--- src/letter_frequency_histogram_assert.svh ---
// assertion helpers for the letter histogram
`ifndef LETTER_FREQUENCY_HISTOGRAM_ASSERT_SVH
`define LETTER_FREQUENCY_HISTOGRAM_ASSERT_SVH

// a property that must hold at every edge outside reset
`define LFH_ASSERT(lbl, prop, msg) \
    lbl: assert property (@(posedge i_clk) disable iff (!i_rst_n) (prop)) else $error(msg);

// a condition that must be followed by another in the next cycle
`define LFH_ASSERT_NEXT(lbl, pre, post, msg) \
    lbl: assert property (@(posedge i_clk) disable iff (!i_rst_n) (pre) |=> (post)) \
        else $error(msg);

`endif

--- src/lfh_pkg.sv ---
`timescale 1ns / 1ps
`default_nettype none

package lfh_pkg;

    localparam int COUNT_WIDTH = 32;
    localparam int NUM_BINS    = 26;
    localparam int BIN_IDX_W   = 5;
    localparam int OUT_W       = 32;
    localparam int SKIP_W      = 16;
    localparam int PERIOD_W    = 8;
    localparam int BYTE_W      = 8;
    localparam int DATA_W      = 32;
    localparam int ADDR_W      = 3;

    localparam logic [BYTE_W-1:0] UPPER_A = 8'h41;
    localparam logic [BYTE_W-1:0] UPPER_Z = 8'h5A;
    localparam logic [BYTE_W-1:0] LOWER_A = 8'h61;
    localparam logic [BYTE_W-1:0] LOWER_Z = 8'h7A;

    localparam logic REQ_FEED = 1'b0;
    localparam logic REQ_READ = 1'b1;

    localparam logic REG_SKIP   = 1'b0;
    localparam logic REG_PERIOD = 1'b1;

    typedef struct packed {
        logic                 inc;
        logic [BIN_IDX_W-1:0] addr;
    } t_bin_cmd;

endpackage

`default_nettype wire

--- src/lfh_if.sv ---
`timescale 1ns / 1ps
`default_nettype none

interface lfh_in_if;
    logic                         valid;
    logic                         ready;
    logic                         req_type;
    logic [lfh_pkg::BYTE_W-1:0]    text_byte;
    logic [lfh_pkg::BIN_IDX_W-1:0] bin_index;

    modport source (output valid, req_type, text_byte, bin_index, input ready);
    modport sink (input valid, req_type, text_byte, bin_index, output ready);
endinterface

interface lfh_out_if;
    logic                     valid;
    logic                     ready;
    logic [lfh_pkg::OUT_W-1:0] bin_count;
    logic [lfh_pkg::OUT_W-1:0] total_counted;
    logic                     was_counted;

    modport source (output valid, bin_count, total_counted, was_counted, input ready);
    modport sink (input valid, bin_count, total_counted, was_counted, output ready);
endinterface

`default_nettype wire

--- src/lfh_bins.sv ---
`timescale 1ns / 1ps
`default_nettype none

module lfh_bins (
    input  wire logic                      i_clk,
    input  wire logic                      i_rst_n,
    input  wire lfh_pkg::t_bin_cmd         i_cmd,
    output logic [lfh_pkg::OUT_W-1:0]      o_bin_count,
    output logic [lfh_pkg::OUT_W-1:0]      o_total_next
);

    localparam int CW = lfh_pkg::COUNT_WIDTH;

    logic [CW-1:0] r_bins [lfh_pkg::NUM_BINS];
    logic [CW-1:0] r_total;
    logic [CW-1:0] n_total;
    logic [CW-1:0] bin_cur;
    logic [CW-1:0] bin_inc;
    logic          in_range;
    logic [CW+lfh_pkg::OUT_W-1:0] bin_ext;
    logic [CW+lfh_pkg::OUT_W-1:0] total_ext;

    assign in_range = i_cmd.addr < lfh_pkg::BIN_IDX_W'(lfh_pkg::NUM_BINS);
    assign bin_cur  = in_range ? r_bins[i_cmd.addr] : '0;
    // saturating increments
    assign bin_inc  = (bin_cur == {CW{1'b1}}) ? bin_cur : bin_cur + CW'(1);
    assign n_total  = !i_cmd.inc ? r_total :
                      (r_total == {CW{1'b1}}) ? r_total : r_total + CW'(1);

    // outputs carry the low bits of the counts
    assign bin_ext      = {{lfh_pkg::OUT_W{1'b0}}, bin_cur};
    assign total_ext    = {{lfh_pkg::OUT_W{1'b0}}, n_total};
    assign o_bin_count  = bin_ext[lfh_pkg::OUT_W-1:0];
    assign o_total_next = total_ext[lfh_pkg::OUT_W-1:0];

    always_ff @(posedge i_clk) begin
        if (!i_rst_n) begin
            for (int i = 0; i < lfh_pkg::NUM_BINS; i++) begin
                r_bins[i] <= '0;
            end
            r_total <= '0;
        end else begin
            r_total <= n_total;
            if (i_cmd.inc && in_range) begin
                r_bins[i_cmd.addr] <= bin_inc;
            end
        end
    end

endmodule

`default_nettype wire

--- src/letter_frequency_histogram.sv ---
`timescale 1ns / 1ps
`default_nettype none
// channel    dir  handshake       payload
// i_item     in   valid/ready     req_type, text_byte, bin_index
// o_result   out  valid/ready     bin_count, total_counted, was_counted
// apb        in   psel/penable    skip_letters @0x0, letter_period @0x4
//
// one item per cycle while the result is not stalled; the result is in the output register the cycle after accept
// the bin read and saturating increment happen in the accept cycle
// ready stays high while the output register is empty or being taken
// reset clears all bins, the total and the skip/stride counters
// a stalled result holds the output register and blocks new items only then

module letter_frequency_histogram (
    input  wire logic                        i_clk,
    input  wire logic                        i_rst_n,
    lfh_in_if.sink                           i_item,
    lfh_out_if.source                        o_result,
    input  wire logic                        psel,
    input  wire logic                        penable,
    input  wire logic                        pwrite,
    input  wire logic [lfh_pkg::ADDR_W-1:0]  paddr,
    input  wire logic [lfh_pkg::DATA_W-1:0]  pwdata,
    output logic [lfh_pkg::DATA_W-1:0]       prdata,
    output logic                             pready
);

    `include "letter_frequency_histogram_assert.svh"

    logic [lfh_pkg::SKIP_W-1:0]   r_skip;
    logic [lfh_pkg::PERIOD_W-1:0] r_period;
    logic [lfh_pkg::SKIP_W-1:0]   r_skipped;
    logic [lfh_pkg::PERIOD_W-1:0] r_phase;

    logic                         r_valid;
    logic [lfh_pkg::OUT_W-1:0]    r_bin_count;
    logic [lfh_pkg::OUT_W-1:0]    r_total;
    logic                         r_counted;

    logic                         accept;
    logic                         cfg_wr;
    logic [lfh_pkg::PERIOD_W-1:0] wr_period;
    logic                         is_upper;
    logic                         is_lower;
    logic                         is_letter;
    logic [lfh_pkg::BIN_IDX_W-1:0] letter_idx;
    logic                         do_skip;
    logic                         do_phase;
    logic                         do_count;
    lfh_pkg::t_bin_cmd            bin_cmd;
    logic [lfh_pkg::OUT_W-1:0]    bin_count;
    logic [lfh_pkg::OUT_W-1:0]    total_next;

    assign pready = 1'b1;
    assign cfg_wr = psel && penable && pwrite && pready;

    always_comb begin
        case (paddr[2])
            lfh_pkg::REG_SKIP:
                prdata = {{(lfh_pkg::DATA_W - lfh_pkg::SKIP_W){1'b0}}, r_skip};
            lfh_pkg::REG_PERIOD:
                prdata = {{(lfh_pkg::DATA_W - lfh_pkg::PERIOD_W){1'b0}}, r_period};
            default: prdata = '0;
        endcase
    end

    // a written zero period means count every letter
    assign wr_period = (pwdata[lfh_pkg::PERIOD_W-1:0] == '0) ? lfh_pkg::PERIOD_W'(1)
                                                              : pwdata[lfh_pkg::PERIOD_W-1:0];

    assign i_item.ready = !r_valid || o_result.ready;
    assign accept       = i_item.valid && i_item.ready;

    assign is_upper  = i_item.text_byte inside {[lfh_pkg::UPPER_A:lfh_pkg::UPPER_Z]};
    assign is_lower  = i_item.text_byte inside {[lfh_pkg::LOWER_A:lfh_pkg::LOWER_Z]};
    assign is_letter = (i_item.req_type == lfh_pkg::REQ_FEED) && (is_upper || is_lower);
    // both cases carry A..Z as 1..26 in the low five bits
    assign letter_idx = i_item.text_byte[lfh_pkg::BIN_IDX_W-1:0] - lfh_pkg::BIN_IDX_W'(1);

    assign do_skip  = accept && is_letter && (r_skipped < r_skip);
    assign do_phase = accept && is_letter && !(r_skipped < r_skip)
                      && (r_phase < r_period - lfh_pkg::PERIOD_W'(1));
    assign do_count = accept && is_letter && !(r_skipped < r_skip) && !do_phase;

    assign bin_cmd.inc  = do_count;
    assign bin_cmd.addr = (i_item.req_type == lfh_pkg::REQ_READ) ? i_item.bin_index
                                                                 : letter_idx;

    lfh_bins u_bins (
        .i_clk        (i_clk),
        .i_rst_n      (i_rst_n),
        .i_cmd        (bin_cmd),
        .o_bin_count  (bin_count),
        .o_total_next (total_next)
    );

    always_ff @(posedge i_clk) begin
        if (!i_rst_n) begin
            r_skip    <= '0;
            r_period  <= lfh_pkg::PERIOD_W'(1);
            r_skipped <= '0;
            r_phase   <= '0;
            r_valid   <= 1'b0;
        end else begin
            if (cfg_wr) begin
                case (paddr[2])
                    lfh_pkg::REG_SKIP: begin
                        r_skip <= pwdata[lfh_pkg::SKIP_W-1:0];
                    end
                    lfh_pkg::REG_PERIOD: begin
                        r_period <= wr_period;
                        r_phase  <= wr_period - lfh_pkg::PERIOD_W'(1);
                    end
                    default: begin
                    end
                endcase
            end
            if (do_skip) begin
                r_skipped <= r_skipped + lfh_pkg::SKIP_W'(1);
            end
            if (do_phase) begin
                r_phase <= r_phase + lfh_pkg::PERIOD_W'(1);
            end else if (do_count) begin
                r_phase <= '0;
            end
            if (accept) begin
                r_valid <= 1'b1;
            end else if (o_result.ready) begin
                r_valid <= 1'b0;
            end
        end
    end

    always_ff @(posedge i_clk) begin
        if (accept) begin
            r_bin_count <= (i_item.req_type == lfh_pkg::REQ_READ) ? bin_count : '0;
            r_total     <= total_next;
            r_counted   <= do_count;
        end
    end

    assign o_result.valid         = r_valid;
    assign o_result.bin_count     = r_bin_count;
    assign o_result.total_counted = r_total;
    assign o_result.was_counted   = r_counted;

    `LFH_ASSERT(a_counted_total, (r_valid && r_counted) |-> (r_total != '0), "counted item with zero total")
    `LFH_ASSERT(a_phase_range, (r_period != '0) && (r_phase < r_period), "stride phase out of range")
    `LFH_ASSERT_NEXT(a_read_not_counted, accept && (i_item.req_type == lfh_pkg::REQ_READ), !r_counted, "read item marked counted")
    `LFH_ASSERT_NEXT(a_feed_no_bin, accept && (i_item.req_type == lfh_pkg::REQ_FEED), r_bin_count == '0, "feed item with bin count")

endmodule

`default_nettype wire

--- src/flat_wrapper.sv ---
// flat-port wrapper written by rule: the top's interface ports become plain ports
module letter_frequency_histogram_flat 
  (i_clk, i_rst_n, psel, penable, pwrite, paddr, pwdata, prdata, pready, i_item_valid, i_item_req_type, i_item_text_byte, i_item_bin_index, i_item_ready, o_result_valid, o_result_bin_count, o_result_total_counted, o_result_was_counted, o_result_ready);
  lfh_in_if i_item_i ();
  lfh_out_if o_result_i ();
  input  wire logic i_clk;
  input  wire logic i_rst_n;
  input  wire logic psel;
  input  wire logic penable;
  input  wire logic pwrite;
  input  wire logic [lfh_pkg::ADDR_W-1:0] paddr;
  input  wire logic [lfh_pkg::DATA_W-1:0] pwdata;
  output logic [lfh_pkg::DATA_W-1:0] prdata;
  output logic pready;
  input wire logic [$bits(i_item_i.valid)-1:0] i_item_valid;
  input wire logic [$bits(i_item_i.req_type)-1:0] i_item_req_type;
  input wire logic [$bits(i_item_i.text_byte)-1:0] i_item_text_byte;
  input wire logic [$bits(i_item_i.bin_index)-1:0] i_item_bin_index;
  output wire logic [$bits(i_item_i.ready)-1:0] i_item_ready;
  output wire logic [$bits(o_result_i.valid)-1:0] o_result_valid;
  output wire logic [$bits(o_result_i.bin_count)-1:0] o_result_bin_count;
  output wire logic [$bits(o_result_i.total_counted)-1:0] o_result_total_counted;
  output wire logic [$bits(o_result_i.was_counted)-1:0] o_result_was_counted;
  input wire logic [$bits(o_result_i.ready)-1:0] o_result_ready;
  assign i_item_i.valid = i_item_valid;
  assign i_item_i.req_type = i_item_req_type;
  assign i_item_i.text_byte = i_item_text_byte;
  assign i_item_i.bin_index = i_item_bin_index;
  assign i_item_ready = i_item_i.ready;
  assign o_result_valid = o_result_i.valid;
  assign o_result_bin_count = o_result_i.bin_count;
  assign o_result_total_counted = o_result_i.total_counted;
  assign o_result_was_counted = o_result_i.was_counted;
  assign o_result_i.ready = o_result_ready;
  letter_frequency_histogram u_core (.i_clk(i_clk), .i_rst_n(i_rst_n), .i_item(i_item_i), .o_result(o_result_i), .psel(psel), .penable(penable), .pwrite(pwrite), .paddr(paddr), .pwdata(pwdata), .prdata(prdata), .pready(pready));
endmodule
--- config.mk ---
export PLATFORM = sky130hd
export DESIGN_NAME = letter_frequency_histogram_flat
export DESIGN_NICKNAME = d
export VERILOG_FILES = /design/src/lfh_pkg.sv /design/src/lfh_if.sv /design/src/lfh_bins.sv /design/src/letter_frequency_histogram.sv /design/src/flat_wrapper.sv
export VERILOG_INCLUDE_DIRS = /design/src /design/src/src
export SDC_FILE = /design/constraint.sdc
export NUM_CORES = 2
export LEC_CHECK = 0
export BUFFER_PORTS_ARGS = -buffer_cell sky130_fd_sc_hd__buf_2
export CORE_MARGIN = 2
export CORE_UTILIZATION = 35
export CTS_CLUSTER_DIAMETER = 80
export DETAILED_ROUTE_END_ITERATION = 6
export GPL_ROUTABILITY_DRIVEN = 0
export PLACE_DENSITY = 0.57
export SLEW_MARGIN = 20
export SYNTH_ARGS = -nofsm -noshare
export SYNTH_HDL_FRONTEND = slang
export SYNTH_HIERARCHICAL = 1
export SYNTH_SLANG_ARGS = --single-unit
--- constraint.sdc ---
create_clock -name i_clk -period 9.2 [get_ports i_clk]
set_input_delay 0.92 -clock i_clk [delete_from_list [all_inputs] [get_ports i_clk]]
set_output_delay 0.92 -clock i_clk [all_outputs]
set_load 0.005 [all_outputs]
# [Word-level counts from Yosys, hierarchy flattened]
# Memory sizes are Yosys's and may differ from the RTL's.
# Index checks and enable logic that the tools add are counted.
[word_totals] reg_bits=146 n_memories=1 inputBits=56 word_cells=73 ramBits=832 output_inout_bits=100
[classes] n_mux=20 n_eq_ne=2 n_bitwise=2 order_cmp=7 add_sub_neg=7 reduce_logical=25
[mem_list] name="u_core.u_bins.r_bins" words=26 width=32 rd=1 rd_clocked_by_memory_dff=0 wr=26 line_no="lfh_bins.sv:14" source="logic [CW-1:0] r_bins [lfh_pkg::NUM_BINS];"
[ops] cell="$mux 32" count=5
[ops] cell="$add 32x1->32 const B" count=2
[ops] cell="$eq 32x32->1 const B" count=2
[ops] cell="$pmux 32 s2" count=1
[ops] cell="$mux 8" count=5
[ops] cell="$reduce_or 32->1" count=1
[ops] cell="$add 16x1->16 const B" count=1
[ops] cell="$ge 8x7->1 const B" count=2
[ops] cell="$le 8x7->1 const B" count=2
[ops] cell="$lt 16x16->1" count=1
[ops] cell="$sub 8x1->8 const B" count=2
[ops] cell="$logic_and 1x1->1" count=12
[ops] cell="$mux 5" count=2
[ops] cell="$add 8x1->8 const B" count=1
[ops] cell="$logic_not 8->1" count=1
[ops] cell="$lt 8x8->1" count=1
[ops] cell="$mux 1" count=7
[ops] cell="$reduce_and 2->1" count=3
[ops] cell="$reduce_bool 3->1" count=2
[ops] cell="$lt 5x5->1 const B" count=1
[ops] cell="$sub 5x1->5 const B" count=1
[ops] cell="$logic_not 1->1" count=3
[ops] cell="$logic_or 1x1->1" count=2
[ops] cell="$not 1->1" count=2
[ops] cell="$reduce_bool 2->1" count=1

# [Longest topological paths before layout]
[logic_depth] depth_word=15 depth_mapped=23 ltp_nobuf=17

# [By module]
# The synthesis kept the hierarchy.
[by_module_without_submodules] module="lfh_bins" area_each_um2=45677.6 cells_per_inst=3364 seq_area_each_um2=31390.1 instances=1
[by_module_without_submodules] module="letter_frequency_histogram" area_each_um2=5511.5 cells_per_inst=546 seq_area_each_um2=2932.8 instances=1

# [Worst setup path before layout]
# OpenSTA, ideal clock, no wires.
[synth_timing] kind="input to register" from="input port o_result_ready" to="memory u_core/u_bins/r_bins[1][0] (netlist name), enable pin" setup_time_ns=0.389 path_buffers=2 required_time_ns=8.811 cell_stages=12 t_arrival_ns=5.646 slack_ns=3.165 path_cell_list="nand2b_1 > and2_1 > nand2_1 > nor3_4 > and2b_1 > clkbuf_1 > and2_1 > nand3_1 > nor3b_1 > nand2_1 > clkbuf_1 > nand2_1"
[synth_lines] item="start, declared" line_no="flat_wrapper.sv:24" source="input wire logic [$bits(o_result_i.ready)-1:0] o_result_ready;"
[synth_lines] item="end, declared" line_no="lfh_bins.sv:14"

==> report_table.html <==
<table>
<tr><th>Metric</th><th>Value</th></tr>
<tr><th colspan="2">CTS</th></tr>
<tr><td>TritonCTS clock tree</td><td>built</td></tr>
<tr><td>Post-cts gate resize count</td><td>0</td></tr>
<tr><td>Clock latency at the later pin of the worst-skew pair</td><td>780 ps</td></tr>
<tr><td>Quantity of hold-fixing buffers added after cts</td><td>0</td></tr>
<tr><td>Inserted Clock Buffers</td><td>118</td></tr>
<tr><td>CTS H-tree lvls</td><td>3</td></tr>
<tr><td>CTS sink count</td><td>1170</td></tr>
<tr><td>Clock Tree Buf Depth</td><td>3</td></tr>
<tr><td>Clock transition time at the flip-flop clock pins of the worst setup and hold paths</td><td>60 ps</td></tr>
<tr><td>Clock root buffer master</td><td>sky130_fd_sc_hd__clkbuf_16</td></tr>
<tr><td>Post-CTS Setup Bufs</td><td>0</td></tr>
<tr><th colspan="2">Die</th></tr>
<tr><td>Die outline width</td><td>386 um</td></tr>
<tr><td>DIE HEIGHT</td><td>386 um</td></tr>
<tr><td>Number of top-level design ports</td><td>156</td></tr>
<tr><td>Initial core utilization</td><td>0.352</td></tr>
<tr><td>Number of cell rows</td><td>140</td></tr>
<tr><td>Core region area</td><td>145000 um2</td></tr>
<tr><td>Die Area</td><td>149000 um2</td></tr>
<tr><th colspan="2">Setup path</th></tr>
<tr><td>Crit-path slowest cell</td><td>sky130_fd_sc_hd__nor4_1</td></tr>
<tr><td>Arrival time of data at the critical path endpoint</td><td>7710 ps</td></tr>
<tr><td>Worst setup SP type</td><td>input pin</td></tr>
<tr><td>Critical path's largest stage delay</td><td>860 ps</td></tr>
<tr><td>Highest fanout seen on the critical path</td><td>18</td></tr>
<tr><td>Cell family with the largest share of critical-path delay</td><td>simple AND/OR/NAND/NOR gates</td></tr>
<tr><td>Kind of capture point of the worst setup path</td><td>flip-flop</td></tr>
<tr><td>Chain of cells forming the critical path</td><td>buf_2 &gt; inv_1 &gt; ha_1 &gt; xnor2_1 &gt; o21ai_2 &gt; buf_4 &gt; nand4_2 &gt; o22ai_1 &gt; nor4_1 &gt; a21oi_1 &gt; ha_1 &gt; a21boi_0 &gt; nand3_1 &gt; or3_1 &gt; nor4_1 &gt; xnor2_2 &gt; buf_4 &gt; nor2_1</td></tr>
<tr><td>Data required time at the worst endpoint</td><td>9660 ps</td></tr>
<tr><td>Number of buffers and inverters on the critical path</td><td>4</td></tr>
<tr><td>Kind of critical path</td><td>input pin to flip-flop</td></tr>
<tr><th colspan="2">Global route</th></tr>
<tr><td>Total global routing overflow</td><td>0</td></tr>
<tr><td>Largest net degree at the start of global routing</td><td>74</td></tr>
<tr><td>GR Layer Usage met2</td><td>0.353</td></tr>
<tr><td>Wire length of the first global-routing pass</td><td>234000 um</td></tr>
<tr><td>GRT met3 Usage</td><td>0.0365</td></tr>
<tr><td>Antenna violations before repair</td><td>2</td></tr>
<tr><td>Vias in the first global route</td><td>32555</td></tr>
<tr><td>GR Util All Layers</td><td>0.217</td></tr>
<tr><td>Busiest metal layer after global routing</td><td>met2</td></tr>
<tr><td>Met1 track utilization from global routing</td><td>0.289</td></tr>
<tr><th colspan="2">Routing</th></tr>
<tr><td>Detailed router's first-iteration violation count</td><td>3835</td></tr>
<tr><td>WL per Instance</td><td>26.9 um</td></tr>
<tr><td>Remaining antenna violation count</td><td>0</td></tr>
<tr><td>Total length of routed wires</td><td>167000 um</td></tr>
<tr><td>Total number of vias</td><td>33945</td></tr>
<tr><td>Post-route DRC violation count</td><td>0</td></tr>
<tr><td>First-pass iteration count of the detailed router</td><td>6</td></tr>
<tr><td>Number of vias per cell after detailed routing</td><td>5.47</td></tr>
<tr><th colspan="2">Finish</th></tr>
<tr><td>Highest-count cells in the layout ignoring fill and taps</td><td>sky130_fd_sc_hd__edfxtp_1, sky130_fd_sc_hd__nor2_1, sky130_fd_sc_hd__mux2i_1</td></tr>
<tr><td>Post-synthesis to final-layout area growth</td><td>14.8%</td></tr>
<tr><td>Final core utilization</td><td>0.404</td></tr>
<tr><td>Diode count</td><td>0</td></tr>
<tr><td>Multi-input logic area</td><td>16300 um2</td></tr>
<tr><td>Layout net count</td><td>4277</td></tr>
<tr><td>Most common cell after layout, fill and taps aside</td><td>sky130_fd_sc_hd__edfxtp_1</td></tr>
<tr><td>Count of non-filler cells in the finished layout</td><td>6202</td></tr>
<tr><td>Share of cells above drive strength 1</td><td>0.143</td></tr>
<tr><td>Area of all sequential standard cells</td><td>34300 um2</td></tr>
<tr><td>Filler cell count in the final layout</td><td>13555</td></tr>
<tr><th colspan="2">Job</th></tr>
<tr><td>Max cap viols</td><td>0</td></tr>
<tr><th colspan="2">Synthesis</th></tr>
<tr><td>Post-synth ARST share</td><td>0</td></tr>
<tr><td>Distinct cells, synth</td><td>78</td></tr>
<tr><td>Prevailing post-synth register cell</td><td>sky130_fd_sc_hd__edfxtp_1</td></tr>
<tr><td>Part of the Yosys area used for sequential elements</td><td>0.671</td></tr>
<tr><td>Register bit count reported by yosys</td><td>1170</td></tr>
<tr><td>Summed instance area of the synthesized netlist</td><td>51200 um2</td></tr>
<tr><td>Number of synthesis warnings</td><td>6</td></tr>
<tr><td>Gate count of the mapped netlist</td><td>3910</td></tr>
<tr><td>Average cell area after synthesis</td><td>13.1 um2</td></tr>
<tr><td>Count of flip-flops with a built-in enable after synthesis</td><td>1089</td></tr>
<tr><th colspan="2">Timing</th></tr>
<tr><td>Slew at the pin closest to its max-slew limit</td><td>1090 ps</td></tr>
<tr><td>Fin crit share</td><td>0.788</td></tr>
<tr><td>Worst-case headroom to the max-slew limit</td><td>0.273</td></tr>
<tr><td>Total count of max-transition violations in the final report</td><td>0</td></tr>
<tr><td>Sum of negative setup slack</td><td>0 ps</td></tr>
<tr><td>Clock period minus final worst setup slack</td><td>7250 ps</td></tr>
<tr><td>Final Setup Violations</td><td>0</td></tr>
<tr><td>Fmax achieved</td><td>138 MHz</td></tr>
<tr><td>Layout Skew</td><td>60.7 ps</td></tr>
<tr><td>Hold Fails Final Rpt</td><td>0</td></tr>
<tr><td>Unrepaired setup endpoints after global routing</td><td>no</td></tr>
<tr><th colspan="2">Power and ir drop</th></tr>
<tr><td>LEAKAGE</td><td>0.0217 uW</td></tr>
<tr><td>Switch share</td><td>0.260</td></tr>
<tr><td>Worst vdd rail ir drop</td><td>0.180 mV</td></tr>
<tr><td>Pwr per Cell Area</td><td>210 nW/um2</td></tr>
<tr><td>Internal portion of total power</td><td>9140 uW</td></tr>
<tr><td>Share of total power in combinational logic</td><td>0.122</td></tr>
<tr><td>Proportion of power drawn by the clock network</td><td>0.373</td></tr>
<tr><td>Sw power</td><td>3210 uW</td></tr>
<tr><td>Seq pwr share</td><td>0.504</td></tr>
<tr><th colspan="2">Place</th></tr>
<tr><td>Final HPWL from detailed placement</td><td>91200 um</td></tr>
<tr><td>Count of port buffers added during placement</td><td>120</td></tr>
<tr><td>Count of placed standard cells including taps</td><td>5987</td></tr>
<tr><th colspan="2">Hold path</th></tr>
<tr><td>Class of the tightest hold or removal check</td><td>input pin to flip-flop</td></tr>
<tr><th colspan="2">Run status</th></tr>
<tr><td>Result of the run</td><td>finished clean</td></tr>
</table>
-- cells by family after synthesis --
kind of cell    Yosys count  synth area share
mux                     486             0.105
fa+ha+maj                31           0.00758
other cells               3          0.000220
xor+xnor                 79            0.0153
compound gates          429            0.0530
simple gates           1327             0.114
flops                  1170             0.671
buf+inv                 385            0.0343
-- worst register-to-register path, delay by kind of cell, from the launching register on --
| family | cells | cell delay, ps |
|---|---|---|
| AND/OR/NAND/NOR | 7 | 3600 |
| adder cells (fa/ha/maj) | 1 | 300 |
| flip-flops | 1 | 390 |
| XOR/XNOR | 1 | 110 |
| AO/OA/AOI/OAI | 2 | 640 |
| buffers and inverters | 1 | 520 |
-- synth_stat cells (4+ instances only) --
cell / count / area share
sky130_fd_sc_hd__edfxtp_1: 1089 / 0.64
sky130_fd_sc_hd__nor2_1: 826 / 0.061
sky130_fd_sc_hd__mux2i_1: 441 / 0.086
sky130_fd_sc_hd__o22ai_1: 216 / 0.026
sky130_fd_sc_hd__nand2_1: 187 / 0.014
sky130_fd_sc_hd__clkbuf_1: 155 / 0.011
sky130_fd_sc_hd__buf_2: 122 / 0.012
sky130_fd_sc_hd__a21oi_1: 115 / 0.011
sky130_fd_sc_hd__dfxtp_1: 81 / 0.032
sky130_fd_sc_hd__and2_1: 72 / 0.0088
sky130_fd_sc_hd__nor4_1: 67 / 0.0082
sky130_fd_sc_hd__inv_1: 62 / 0.0045
sky130_fd_sc_hd__xnor2_1: 47 / 0.0080
sky130_fd_sc_hd__mux4_2: 39 / 0.017
sky130_fd_sc_hd__nand3_1: 35 / 0.0034
sky130_fd_sc_hd__ha_1: 31 / 0.0076
sky130_fd_sc_hd__nand4_1: 27 / 0.0033
sky130_fd_sc_hd__buf_4: 25 / 0.0037
sky130_fd_sc_hd__nor3_1: 24 / 0.0023
sky130_fd_sc_hd__o21ai_0: 23 / 0.0022
sky130_fd_sc_hd__xor2_1: 20 / 0.0034
sky130_fd_sc_hd__or4_1: 12 / 0.0018
sky130_fd_sc_hd__a22oi_1: 11 / 0.0016
sky130_fd_sc_hd__nand2b_1: 11 / 0.0013
sky130_fd_sc_hd__and3_1: 10 / 0.0012
sky130_fd_sc_hd__o2111ai_1: 9 / 0.0015
sky130_fd_sc_hd__or3_1: 9 / 0.0011
sky130_fd_sc_hd__xor2_2: 9 / 0.0029
sky130_fd_sc_hd__buf_6: 8 / 0.0018
sky130_fd_sc_hd__a31oi_1: 6 / 0.00073
sky130_fd_sc_hd__and4_1: 6 / 0.0010
sky130_fd_sc_hd__inv_2: 6 / 0.00044
sky130_fd_sc_hd__mux2_2: 6 / 0.0013
sky130_fd_sc_hd__buf_1: 5 / 0.00037
sky130_fd_sc_hd__nor3b_1: 5 / 0.00073
sky130_fd_sc_hd__o31ai_1: 5 / 0.00073
sky130_fd_sc_hd__or4b_1: 5 / 0.00098
sky130_fd_sc_hd__a21o_1: 4 / 0.00059
sky130_fd_sc_hd__a21oi_2: 4 / 0.00068
sky130_fd_sc_hd__nand4b_1: 4 / 0.00068
sky130_fd_sc_hd__nand4bb_1: 4 / 0.00088
sky130_fd_sc_hd__or2_2: 4 / 0.00049
-- cell type report --
cell class / instances / share of cell area
inverter: 68 / 0.00434
sequential: 1170 / 0.584
timing repair buffer: 271 / 0.0306
multi-input combinational: 2561 / 0.278
clock buffer: 155 / 0.0538
tap: 1917 / 0.0408
clock inverter: 60 / 0.00856
-- metal layers --
metal  vias up  wire, um  share of wire
met2      1739     78300           0.47
met5         -         0              0
met4         0      6810          0.041
met1     17184     66700           0.40
li1      14665         -              -
met3       357     14900          0.089
-- state kept, by name (all words and copies together), names as in the netlist --
register	count
u_core/o_result.bin_count	32
u_core/o_result.total_counted	32
u_core/o_result.valid	1
u_core/o_result.was_counted	1
u_core/r_period	8
u_core/r_phase	8
u_core/r_skip	16
u_core/r_skipped	16
u_core/u_bins/r_bins	1024
u_core/u_bins/r_total	32
-- power groups by stage --
stage	combinational, uW	sequential [uW]	clock (uW)
2_1_floorplan	924	6320	0
3_3_place_gp	1470	6330	0
3_5_place_dp	1490	6340	0
4_1_cts	1490	6230	4700
5_1_grt	1600	6250	4880
6_report	1510	6230	4610
-- per-stage QoR --
step                cell area (um2)  worst slack, ps  total power [uW]  hold slack (ps)
CTS                           58800             2270             12400              395
finish                        58800             1950             12300              435
global route                  58800             1810             12700              442
floorplan                     52000             3160              7240              436
detailed placement            55100             1490              7830              447
global placement              55100             1630              7800              445
-- worst paths after layout --
| path | start | to | slack [ps] | cells past startpoint |
|---|---|---|---|---|
| min | pwdata[9] | u_core/r_skip[9]$_SDFFE_PN0P_ | 430 | 3 |
| max reg2reg | u_core/r_period[2]$_SDFFE_PN0P_ | u_core/u_bins/r_bins[1][1]$_SDFFCE_PN0P_ | 3260 | 12 |
| min reg2reg | u_core/r_skip[7]$_SDFFE_PN0P_ | u_core/r_skip[7]$_SDFFE_PN0P_ | 450 | 2 |
| max | i_item_text_byte[0] | u_core/u_bins/r_bins[20][22]$_SDFFCE_PN0P_ | 1950 | 18 |
(Power assumes the default switching activity.)
